<file path="config.mk">
export PLATFORM = sky130hd
export DESIGN_NAME = json_syntax_validator_core
export DESIGN_NICKNAME = d
export VERILOG_FILES = /design/src/rtl/jsv_pkg.sv /design/src/rtl/json_syntax_validator_core.sv /design/src/rtl/jsv_nest_stack.sv /design/src/rtl/jsv_lexer.sv
export SDC_FILE = /design/constraint.sdc
export NUM_CORES = 1
export LEC_CHECK = 0
export BUFFER_PORTS_ARGS = -buffer_cell sky130_fd_sc_hd__buf_2
export CAP_MARGIN = 20
export CELL_PAD_IN_SITES_DETAIL_PLACEMENT = 0
export CELL_PAD_IN_SITES_GLOBAL_PLACEMENT = 1
export CORE_ASPECT_RATIO = 0.6
export CORE_UTILIZATION = 50
export DETAILED_ROUTE_END_ITERATION = 12
export PLACE_DENSITY_LB_ADDON = 0.1
export RECOVER_POWER = 25
export SYNTH_ARGS = -nofsm -noshare
export SYNTH_HDL_FRONTEND = slang
export SYNTH_SLANG_ARGS = --single-unit
</file>
<file path="constraint.sdc">
create_clock -name clk -period 14.85 [get_ports clk]
set_input_delay 0.7425 -clock clk [delete_from_list [all_inputs] [get_ports clk]]
set_output_delay 0.7425 -clock clk [all_outputs]
set_load 0.005 [all_outputs]
</file>
<file path="src/rtl/jsv_pkg.sv">
// shared types and constants of the json syntax validator
package jsv_pkg;

  // lexer states: structure, strings, keys, words, numbers
  typedef enum logic [4:0] {
    S_VALUE, S_ARR_FIRST, S_OBJ_FIRST, S_OBJ_KEY, S_COLON, S_AFTER,
    S_STR, S_STR_ESC, S_STR_HEX, S_KEY, S_KEY_ESC, S_KEY_HEX,
    S_LIT0, S_LIT1, S_LIT2, S_LIT3, S_LIT4, S_LIT5, S_LIT6, S_LIT7, S_LIT8,
    S_LIT9,
    N_MINUS, N_ZERO, N_INT, N_DOT, N_FRAC, N_E, N_ESIGN, N_EXP
  } lex_state_t;

  // document status codes
  localparam logic [1:0] DOC_VALID  = 2'd0;
  localparam logic [1:0] DOC_SYNTAX = 2'd1;
  localparam logic [1:0] DOC_DEPTH  = 2'd2;

  // nesting kinds
  localparam logic KIND_ARRAY  = 1'b0;
  localparam logic KIND_OBJECT = 1'b1;

  // request from the lexer to the nesting stack
  typedef struct packed {
    logic push;
    logic pop;
    logic kind;
  } stk_op_t;

  // view of the nesting stack for the lexer
  typedef struct packed {
    logic depth_zero;
    logic depth_one;
    logic full;
    logic top_kind;
  } stk_stat_t;

endpackage

</file>
<file path="src/rtl/json_syntax_validator_core.sv">
// JSON syntax validator: checks one document, one byte per clock cycle while no untaken
// result holds in_ready low. Each accepted item is one byte of the document; the byte with
// in_last_byte set ends it and produces one result item on out_doc_status (0 valid, 1 syntax
// error, 2 nesting deeper than MAX_DEPTH); other bytes produce none, and the next document
// may start as soon as in_ready allows. Every byte, including the last, is taken with no
// stalls of its own: the kind of the innermost open level sits in a register and the stack
// memory (one write and one registered read port, MAX_DEPTH entries) always holds the entry
// below it prefetched, so a pop never waits. After the first error the rest of the document
// is skipped and the first error is reported. No clearing pass is needed after reset.
module json_syntax_validator_core
  import jsv_pkg::*;
#(
  parameter int MAX_DEPTH = 64
) (
  input  logic       clk,
  input  logic       rst_n,
  input  logic       in_valid,
  output logic       in_ready,
  input  logic [7:0] in_data_byte,
  input  logic       in_last_byte,
  output logic       out_valid,
  input  logic       out_ready,
  output logic [1:0] out_doc_status
);

  lex_state_t st_r, st_nxt;
  logic [2:0] hex_r, hex_nxt;
  logic [1:0] err_r, err_nxt;
  logic       out_valid_r, out_valid_nxt;
  logic [1:0] status_r, status_nxt;

  lex_state_t lex_st;
  logic [2:0] lex_hex;
  logic [1:0] lex_flag;
  stk_op_t    lex_op, stk_op;
  stk_stat_t  stk_stat;

  logic accept, active, doc_end;
  logic done, zero_after;

  // output register parts the channels
  assign in_ready = !out_valid_r || out_ready;
  assign accept   = in_valid && in_ready;
  assign active   = accept && (err_r == DOC_VALID);
  assign doc_end  = accept && in_last_byte;
  assign stk_op   = active ? lex_op : '0;

  jsv_lexer u_lexer (
    .st        (st_r),
    .hex_left  (hex_r),
    .data_byte (in_data_byte),
    .stat      (stk_stat),
    .st_nxt    (lex_st),
    .hex_nxt   (lex_hex),
    .flag      (lex_flag),
    .op        (lex_op)
  );

  jsv_nest_stack #(
    .MAX_DEPTH (MAX_DEPTH)
  ) u_stack (
    .clk   (clk),
    .rst_n (rst_n),
    .clear (doc_end),
    .op    (stk_op),
    .stat  (stk_stat)
  );

  // document complete after this byte
  always_comb begin
    done = (lex_st == S_AFTER) || (lex_st == N_ZERO) || (lex_st == N_INT) ||
           (lex_st == N_FRAC) || (lex_st == N_EXP);
    if (lex_op.pop) zero_after = stk_stat.depth_one;
    else if (lex_op.push) zero_after = 1'b0;
    else zero_after = stk_stat.depth_zero;
  end

  // lexer state, held error and result
  always_comb begin
    st_nxt        = st_r;
    hex_nxt       = hex_r;
    err_nxt       = err_r;
    out_valid_nxt = out_valid_r && !out_ready;
    status_nxt    = status_r;
    if (doc_end) begin
      st_nxt        = S_VALUE;
      hex_nxt       = 3'd0;
      err_nxt       = DOC_VALID;
      out_valid_nxt = 1'b1;
      if (err_r != DOC_VALID) status_nxt = err_r;
      else if (lex_flag != DOC_VALID) status_nxt = lex_flag;
      else if (done && zero_after) status_nxt = DOC_VALID;
      else status_nxt = DOC_SYNTAX;
    end else if (active) begin
      st_nxt  = lex_st;
      hex_nxt = lex_hex;
      err_nxt = lex_flag;
    end
  end

  always_ff @(posedge clk) begin
    if (!rst_n) begin
      st_r        <= S_VALUE;
      hex_r       <= 3'd0;
      err_r       <= DOC_VALID;
      out_valid_r <= 1'b0;
    end else begin
      st_r        <= st_nxt;
      hex_r       <= hex_nxt;
      err_r       <= err_nxt;
      out_valid_r <= out_valid_nxt;
    end
  end

  always_ff @(posedge clk) begin
    status_r <= status_nxt;
  end

  assign out_valid      = out_valid_r;
  assign out_doc_status = status_r;

endmodule

</file>
<file path="src/rtl/jsv_nest_stack.sv">
// nesting kind stack: top level in a register, the rest in a registered-read memory
module jsv_nest_stack
  import jsv_pkg::*;
#(
  parameter int MAX_DEPTH = 64
) (
  input  logic      clk,
  input  logic      rst_n,
  input  logic      clear,
  input  stk_op_t   op,
  output stk_stat_t stat
);

  localparam int DW = $clog2(MAX_DEPTH + 1);
  localparam int AW = (MAX_DEPTH > 1) ? $clog2(MAX_DEPTH) : 1;

  logic          kind_mem [MAX_DEPTH];
  logic [DW-1:0] depth_r, depth_nxt;
  logic          top_r, top_nxt;
  logic          wr_en;
  logic [AW-1:0] wr_addr, rd_addr;
  logic          rd_data_r;
  logic          byp_r, byp_nxt;
  logic          byp_data_r;
  logic          below;

  // entry under the top: prefetched last cycle, or the value just written
  assign below = byp_r ? byp_data_r : rd_data_r;

  // push spills the old top into memory, pop refills it from below, clear empties the stack
  always_comb begin
    depth_nxt = depth_r;
    top_nxt   = top_r;
    wr_en     = 1'b0;
    wr_addr   = AW'(depth_r - DW'(1));
    if (clear) begin
      depth_nxt = '0;
    end else if (op.push) begin
      wr_en     = (depth_r != '0);
      top_nxt   = op.kind;
      depth_nxt = depth_r + DW'(1);
    end else if (op.pop) begin
      top_nxt   = below;
      depth_nxt = depth_r - DW'(1);
    end
  end

  // prefetch the entry that will sit under the new top
  always_comb begin
    rd_addr = '0;
    if ({1'b0, depth_nxt} >= (DW + 1)'(2)) begin
      rd_addr = AW'(depth_nxt - DW'(2));
    end
    byp_nxt = wr_en && (wr_addr == rd_addr);
  end

  // memory array
  always_ff @(posedge clk) begin
    if (wr_en) begin
      kind_mem[wr_addr] <= top_r;
    end
    rd_data_r <= kind_mem[rd_addr];
  end

  // depth and bypass control
  always_ff @(posedge clk) begin
    if (!rst_n) begin
      depth_r <= '0;
      byp_r   <= 1'b0;
    end else begin
      depth_r <= depth_nxt;
      byp_r   <= byp_nxt;
    end
  end

  // top kind and bypass data
  always_ff @(posedge clk) begin
    top_r      <= top_nxt;
    byp_data_r <= top_r;
  end

  assign stat.depth_zero = (depth_r == '0);
  assign stat.depth_one  = (depth_r == DW'(1));
  assign stat.full       = ({1'b0, depth_r} >= (DW + 1)'(MAX_DEPTH));
  assign stat.top_kind   = top_r;

endmodule

</file>
<file path="src/rtl/jsv_lexer.sv">
// next-state decode of the lexer for one byte
module jsv_lexer
  import jsv_pkg::*;
(
  input  lex_state_t st,
  input  logic [2:0] hex_left,
  input  logic [7:0] data_byte,
  input  stk_stat_t  stat,
  output lex_state_t st_nxt,
  output logic [2:0] hex_nxt,
  output logic [1:0] flag,
  output stk_op_t    op
);

  localparam logic [7:0] CH_QUOTE  = 8'h22;
  localparam logic [7:0] CH_BSLASH = 8'h5C;
  localparam logic [7:0] CH_SLASH  = 8'h2F;
  localparam logic [7:0] CH_MINUS  = 8'h2D;
  localparam logic [7:0] CH_PLUS   = 8'h2B;
  localparam logic [7:0] CH_DOT    = 8'h2E;
  localparam logic [7:0] CH_COMMA  = 8'h2C;
  localparam logic [7:0] CH_COLON  = 8'h3A;
  localparam logic [7:0] CH_ZERO   = 8'h30;
  localparam logic [7:0] CH_NINE   = 8'h39;
  localparam logic [7:0] CH_LBRACK = 8'h5B;
  localparam logic [7:0] CH_RBRACK = 8'h5D;
  localparam logic [7:0] CH_LBRACE = 8'h7B;
  localparam logic [7:0] CH_RBRACE = 8'h7D;

  // expected letter in each word state: true, false, null back to back
  function automatic logic [7:0] word_char(input logic [3:0] idx);
    logic [7:0] ch;
    case (idx)
      4'd0:    ch = "r";
      4'd1:    ch = "u";
      4'd2:    ch = "e";
      4'd3:    ch = "a";
      4'd4:    ch = "l";
      4'd5:    ch = "s";
      4'd6:    ch = "e";
      4'd7:    ch = "u";
      4'd8:    ch = "l";
      4'd9:    ch = "l";
      default: ch = 8'h00;
    endcase
    return ch;
  endfunction

  function automatic logic word_last(input logic [3:0] idx);
    return (idx == 4'd2) || (idx == 4'd6) || (idx == 4'd9);
  endfunction

  logic       is_ws, is_digit, is_hex, is_expo, is_escape;
  logic [3:0] lit_idx;
  logic       is_num;
  logic       num_end;
  lex_state_t s_eff;
  logic [2:0] hex_dec;
  // value start decode
  lex_state_t vs_st;
  logic       vs_open, vs_kind, vs_bad;

  assign is_ws    = (data_byte == 8'h20) || (data_byte == 8'h09) ||
                    (data_byte == 8'h0A) || (data_byte == 8'h0D);
  assign is_digit = (data_byte >= CH_ZERO) && (data_byte <= CH_NINE);
  assign is_hex   = is_digit || (data_byte >= "a" && data_byte <= "f") ||
                    (data_byte >= "A" && data_byte <= "F");
  assign is_expo  = (data_byte == "e") || (data_byte == "E");
  assign is_escape = (data_byte == CH_QUOTE) || (data_byte == CH_BSLASH) ||
                     (data_byte == CH_SLASH) || (data_byte == "b") ||
                     (data_byte == "f") || (data_byte == "n") ||
                     (data_byte == "r") || (data_byte == "t");
  assign is_num   = (st >= N_MINUS);
  assign hex_dec  = (hex_left != 3'd0) ? hex_left - 3'd1 : hex_left;

  // first byte of a value
  always_comb begin
    vs_st   = st;
    vs_open = 1'b0;
    vs_kind = KIND_ARRAY;
    vs_bad  = 1'b0;
    if (data_byte == CH_QUOTE) begin
      vs_st = S_STR;
    end else if (data_byte == CH_MINUS) begin
      vs_st = N_MINUS;
    end else if (data_byte == CH_ZERO) begin
      vs_st = N_ZERO;
    end else if (is_digit) begin
      vs_st = N_INT;
    end else if (data_byte == CH_LBRACK) begin
      vs_open = 1'b1;
      vs_kind = KIND_ARRAY;
    end else if (data_byte == CH_LBRACE) begin
      vs_open = 1'b1;
      vs_kind = KIND_OBJECT;
    end else if (data_byte == "t") begin
      vs_st = S_LIT0;
    end else if (data_byte == "f") begin
      vs_st = S_LIT3;
    end else if (data_byte == "n") begin
      vs_st = S_LIT7;
    end else begin
      vs_bad = 1'b1;
    end
  end

  // number states; a byte that ends a number is handled again after the value
  always_comb begin
    num_end = 1'b0;
    case (st)
      N_ZERO, N_INT: begin
        if (!(is_digit && st == N_INT) && data_byte != CH_DOT && !is_expo) begin
          num_end = 1'b1;
        end
      end
      N_FRAC: num_end = !is_digit && !is_expo;
      N_EXP:  num_end = !is_digit;
      default: num_end = 1'b0;
    endcase
    s_eff   = num_end ? S_AFTER : st;
    lit_idx = 4'(5'(s_eff) - 5'(S_LIT0));
  end

  always_comb begin
    st_nxt  = st;
    hex_nxt = hex_left;
    flag    = DOC_VALID;
    op      = '0;
    if (num_end) begin
      st_nxt = S_AFTER;
    end
    if (is_num && !num_end) begin
      // inside a number
      case (st)
        N_MINUS: begin
          if (data_byte == CH_ZERO) st_nxt = N_ZERO;
          else if (is_digit) st_nxt = N_INT;
          else flag = DOC_SYNTAX;
        end
        N_ZERO, N_INT: begin
          if (data_byte == CH_DOT) st_nxt = N_DOT;
          else if (is_expo) st_nxt = N_E;
        end
        N_DOT: begin
          if (is_digit) st_nxt = N_FRAC;
          else flag = DOC_SYNTAX;
        end
        N_FRAC: begin
          if (is_expo) st_nxt = N_E;
        end
        N_E: begin
          if (data_byte == CH_PLUS || data_byte == CH_MINUS) st_nxt = N_ESIGN;
          else if (is_digit) st_nxt = N_EXP;
          else flag = DOC_SYNTAX;
        end
        N_ESIGN: begin
          if (is_digit) st_nxt = N_EXP;
          else flag = DOC_SYNTAX;
        end
        default: ;
      endcase
    end else begin
      case (s_eff)
        // words
        S_LIT0, S_LIT1, S_LIT2, S_LIT3, S_LIT4, S_LIT5, S_LIT6, S_LIT7, S_LIT8,
        S_LIT9: begin
          if (data_byte != word_char(lit_idx)) flag = DOC_SYNTAX;
          else if (word_last(lit_idx)) st_nxt = S_AFTER;
          else st_nxt = lex_state_t'(5'(s_eff) + 5'd1);
        end
        // string and key bodies
        S_STR, S_KEY: begin
          if (data_byte == CH_QUOTE) st_nxt = (s_eff == S_KEY) ? S_COLON : S_AFTER;
          else if (data_byte == CH_BSLASH) st_nxt = (s_eff == S_KEY) ? S_KEY_ESC : S_STR_ESC;
          else if (data_byte < 8'h20) flag = DOC_SYNTAX;
        end
        S_STR_ESC, S_KEY_ESC: begin
          if (is_escape) begin
            st_nxt = (s_eff == S_KEY_ESC) ? S_KEY : S_STR;
          end else if (data_byte == "u") begin
            hex_nxt = 3'd4;
            st_nxt  = (s_eff == S_KEY_ESC) ? S_KEY_HEX : S_STR_HEX;
          end else begin
            flag = DOC_SYNTAX;
          end
        end
        S_STR_HEX, S_KEY_HEX: begin
          if (!is_hex) begin
            flag = DOC_SYNTAX;
          end else begin
            hex_nxt = hex_dec;
            if (hex_dec == 3'd0) st_nxt = (s_eff == S_KEY_HEX) ? S_KEY : S_STR;
          end
        end
        // structure
        S_VALUE, S_ARR_FIRST: begin
          if (is_ws) begin
            st_nxt = s_eff;
          end else if (s_eff == S_ARR_FIRST && data_byte == CH_RBRACK) begin
            if (stat.depth_zero || stat.top_kind != KIND_ARRAY) flag = DOC_SYNTAX;
            else begin
              op.pop = 1'b1;
              st_nxt = S_AFTER;
            end
          end else if (vs_bad) begin
            flag = DOC_SYNTAX;
          end else if (vs_open) begin
            if (stat.full) flag = DOC_DEPTH;
            else begin
              op.push = 1'b1;
              op.kind = vs_kind;
              st_nxt  = (vs_kind == KIND_OBJECT) ? S_OBJ_FIRST : S_ARR_FIRST;
            end
          end else begin
            st_nxt = vs_st;
          end
        end
        S_OBJ_FIRST: begin
          if (is_ws) begin
            st_nxt = s_eff;
          end else if (data_byte == CH_RBRACE) begin
            if (stat.depth_zero || stat.top_kind != KIND_OBJECT) flag = DOC_SYNTAX;
            else begin
              op.pop = 1'b1;
              st_nxt = S_AFTER;
            end
          end else if (data_byte == CH_QUOTE) begin
            st_nxt = S_KEY;
          end else begin
            flag = DOC_SYNTAX;
          end
        end
        S_OBJ_KEY: begin
          if (data_byte == CH_QUOTE) st_nxt = S_KEY;
          else if (!is_ws) flag = DOC_SYNTAX;
        end
        S_COLON: begin
          if (data_byte == CH_COLON) st_nxt = S_VALUE;
          else if (!is_ws) flag = DOC_SYNTAX;
        end
        S_AFTER: begin
          if (is_ws) begin
            st_nxt = S_AFTER;
          end else if (data_byte == CH_COMMA) begin
            if (stat.depth_zero) flag = DOC_SYNTAX;
            else st_nxt = (stat.top_kind == KIND_OBJECT) ? S_OBJ_KEY : S_VALUE;
          end else if (data_byte == CH_RBRACK || data_byte == CH_RBRACE) begin
            if (stat.depth_zero ||
                stat.top_kind != ((data_byte == CH_RBRACE) ? KIND_OBJECT : KIND_ARRAY)) begin
              flag = DOC_SYNTAX;
            end else begin
              op.pop = 1'b1;
              st_nxt = S_AFTER;
            end
          end else begin
            flag = DOC_SYNTAX;
          end
        end
        default: ;
      endcase
    end
  end

endmodule
</file>
==> reports/qor_table.md <==
| Item | Value |
|---|---|
| Buffer levels on the longest clock path | 2 |
| Cell accounting for the most synthesized area | sky130_fd_sc_hd__edfxtp_1 |
| Placement row count | 34 |
| Final hold viol count | 0 |
| Post-Synthesis Net Count | 922 |
| Fill count | 1347 |
| Starting density of the core | 51.4% |
| Post-cts hold buffer count | 0 |
| Total power draw | 0.621 mW |
| Power density of the placed cells | 78.6 mW/mm^2 |
| Fraction of layout cells with a size suffix above 1 | 9.38% |
| Failing checks | max-capacitance violations, max-slew violations |
| Clock sinks | 88 |
| DRT Pass-1 Iters | 6 |
| Count of buffers added by post-CTS timing repair for setup | 0 |
| Horiz. Die Dim | 160 um |
| Area growth, synth to finish | 5.88% |
| Die Span Y | 96.6 um |
| Share of synthesized area occupied by flip-flops and latches | 32.6% |
| Routed len/inst | 26.9 um |
| Capturing element type of the critical path | register |
| Crit share post-route | 53.0% |
| Critical path startpoint | st_r[0] |
| Vias in the first global route | 6516 |
| Final worst slack | 6.97 ns |
| Clock transition at the registers of the reported paths | 0.07 ns |
| Rel. slew slack | -80.4% |
| Leak Pwr | 2.56 nW |
| H-Tree Level Count | 3 |
| Non-filler cells, final | 1072 |
| Min Tclk post-route | 7.88 ns |
| Routed vias/inst | 7.25 |
| Antenna violations before repair | 1 |
| Count of cells resized by post-cts repair | 0 |
| Path type of the worst min-delay path | register to register |
| Post-layout utilization of the core | 54.4% |
| Placeable core region | 0.0145 sq mm |
| Die Area | 0.0154 sq mm |
| Crit start category | register |
| Data required, critical path | 15.08 ns |
| Via count of the routed design | 7777 |
| Transition time at the pin with the least slew margin | 2.71 ns |
| Most common flop cell mapped by yosys | sky130_fd_sc_hd__edfxtp_1 |
| CP max FO | 20 |
| Accumulated negative setup slack | 0 ns |
| Outcome | finished with violations |
| Final setup skew | 0.00918 ns |
| Synth async-reset ratio | 0% |
| Count of inserted antenna diode cells | 0 |
| Total of warnings raised by yosys | 0 |
| Overall global routing resource usage | 37.0% |
| Total Wirelength | 28800 um |
| Cell with the most instances after synthesis | sky130_fd_sc_hd__nor2_1 |
| Placement-stage worst setup slack | 6.95 ns |
| Endpoint arrival time on the critical path | 8.11 ns |
| Number of antenna-violating nets in the routed design | 0 |
| Register bit count reported by yosys | 88 |
| Max Transition Viols Final | 72 |
| Wire length of the first global-routing pass | 41500 um |
| Start of the worst register-to-register path | st_r[0] |
| Final HPWL DP | 22200 um |
| Leading cell types by total area after synthesis | sky130_fd_sc_hd__edfxtp_1 (27%), sky130_fd_sc_hd__nor2_1 (6.9%), sky130_fd_sc_hd__dfxtp_1 (5.6%), sky130_fd_sc_hd__nand2_1 (3.9%), sky130_fd_sc_hd__a21oi_1 (3.4%) |
| Final worst hold slack | 0.526 ns |
| Unrepaired setup endpoints after global routing | false |
| DRC | 0 |
| Max-cap violations | 1 |
| Launch instance of the worst min-delay path | hex_r[1] |
| Setup Viol. Count Final | 0 |
| Cell area after technology mapping | 0.00745 sq mm |
| Congestion Overflow GR | 0 |
| Yosys top cell area share | 27.0% |
| Maximum cell stage delay along the critical path | 0.79 ns |
| List of cells traversed by the critical path | nand2_1, a2111o_1, and2_0, and2_1, inv_1, ha_1, nand2_1, nor3_1, o21ai_2, nand2_1, a21boi_1, nor3_1, nor2_1, inv_1, ha_1, o31ai_1, nor4_1, o311ai_2, nand2_1, mux4_2, a22oi_1, a41oi_1, nand2_1, a31oi_1 |
| Synth Area per Inst | 8.37 sq um |
| Root cell of the clock tree | sky130_fd_sc_hd__clkbuf_16 |
| Input/output buffers | 16 |
| GPL Wtd Cong | 1.06 |
| Crit-path most repeated cell | sky130_fd_sc_hd__nand2_1 |
| Peak Freq | 0.127 GHz |
| Worst-case reg-to-reg path depth | 24 |
| Final design area excluding fillers | 0.00789 sq mm |
| TritonCTS clock tree | done |
| CP max stage cell | sky130_fd_sc_hd__dfxtp_1 |
| Post-Place Cells | 1056 |
| Instance area after placement | 0.00757 sq mm |
| Number of primary I/O pins | 17 |
| Post-synthesis cell count | 890 |
| Instance count along the most critical hold path | 2 |
| Clock latency reported for the late side of the worst-skew pair | 0.35 ns |
| Critical path class | register to register |
| Worst-case vdd ir drop | 57.9 uV |
| Initial DRC Count | 1397 |
| Cell variety after synth | 104 |
| Pin count of the biggest net entering global routing | 72 |
| Number of enable-type register cells in the synthesized netlist | 67 |
| CTS buffer count | 9 |
| Most instantiated cells after synthesis | sky130_fd_sc_hd__nor2_1 (137), sky130_fd_sc_hd__nand2_1 (77), sky130_fd_sc_hd__edfxtp_1 (67) |
| # nets final | 901 |
[flip-flops by register name, summed over array words and instances, names as in the netlist]
name / cells
u_stack.depth_r: 7
hex_r: 3
out_doc_status: 2
u_stack.kind_mem: 64
u_stack.rd_data_r: 1
err_r: 2
st_r: 5
u_stack.byp_data_r: 1
u_stack.top_r: 1
u_stack.byp_r: 1
out_valid: 1
[logic make-up after synthesis]
family,share of synthesized area (%)
buffers and inverters,4.87
xor gates and xnor gates,2.82
AOI/OAI and AO/OA,25.1
muxes,4.25
and+or+nand+nor,27.1
DFF,32.6
adders and majority gates,3.19
[cell usage in the layout, fill, tap and decap left out, drive strengths merged, types with 17 or more instances in the layout]
cell type  count
o21ai         38
buf           21
nand2         77
dfxtp         21
nor2         139
mux2i         17
nand3         38
inv           28
a21oi         51
nor3          33
edfxtp        67
ha            19
[critical path, delay by kind of cell (launching register included)]
kind,cells,cell delay [ns]
AOI/OAI and AO/OA,8,1.83
adders and majority gates,2,0.74
buffers and inverters,2,0.62
DFF,1,0.79
muxes,1,0.56
and+or+nand+nor,11,3.21
[per-layer routing]
layer  GRT usage, %  routed length, um  up-vias
li1               -                  -     3338
met1           57.2              13200     3756
met2           41.5               9620      638
met3           20.1               5680       45
met4           6.73                323        0
met5              0                  0        -
[cell type report]
cell class / count / area, sq um / share of cell area, %
multi-input combinational: 720 / 4660 / 59.0
sequential: 88 / 2430 / 30.8
tap: 198 / 248 / 3.14
clock buffer: 9 / 225 / 2.85
timing repair buffer: 22 / 121 / 1.54
inverter: 28 / 105 / 1.33
clock inverter: 7 / 101 / 1.28
[report_power, final]
group / internal [mW] / switching [mW]
registers: 0.262 / 0.00391
clock network: 0.150 / 0.109
logic: 0.0291 / 0.0661
total: 0.441 / 0.179
[worst paths after layout]
kind / end / slack [ns]
worst max register to register: u_stack.rd_data_r / 6.97
worst min register to register: hex_r[1] / 0.53
worst max-delay path: u_stack.rd_data_r / 6.97
worst min-delay path: hex_r[1] / 0.53
(Power assumes the default switching activity.)
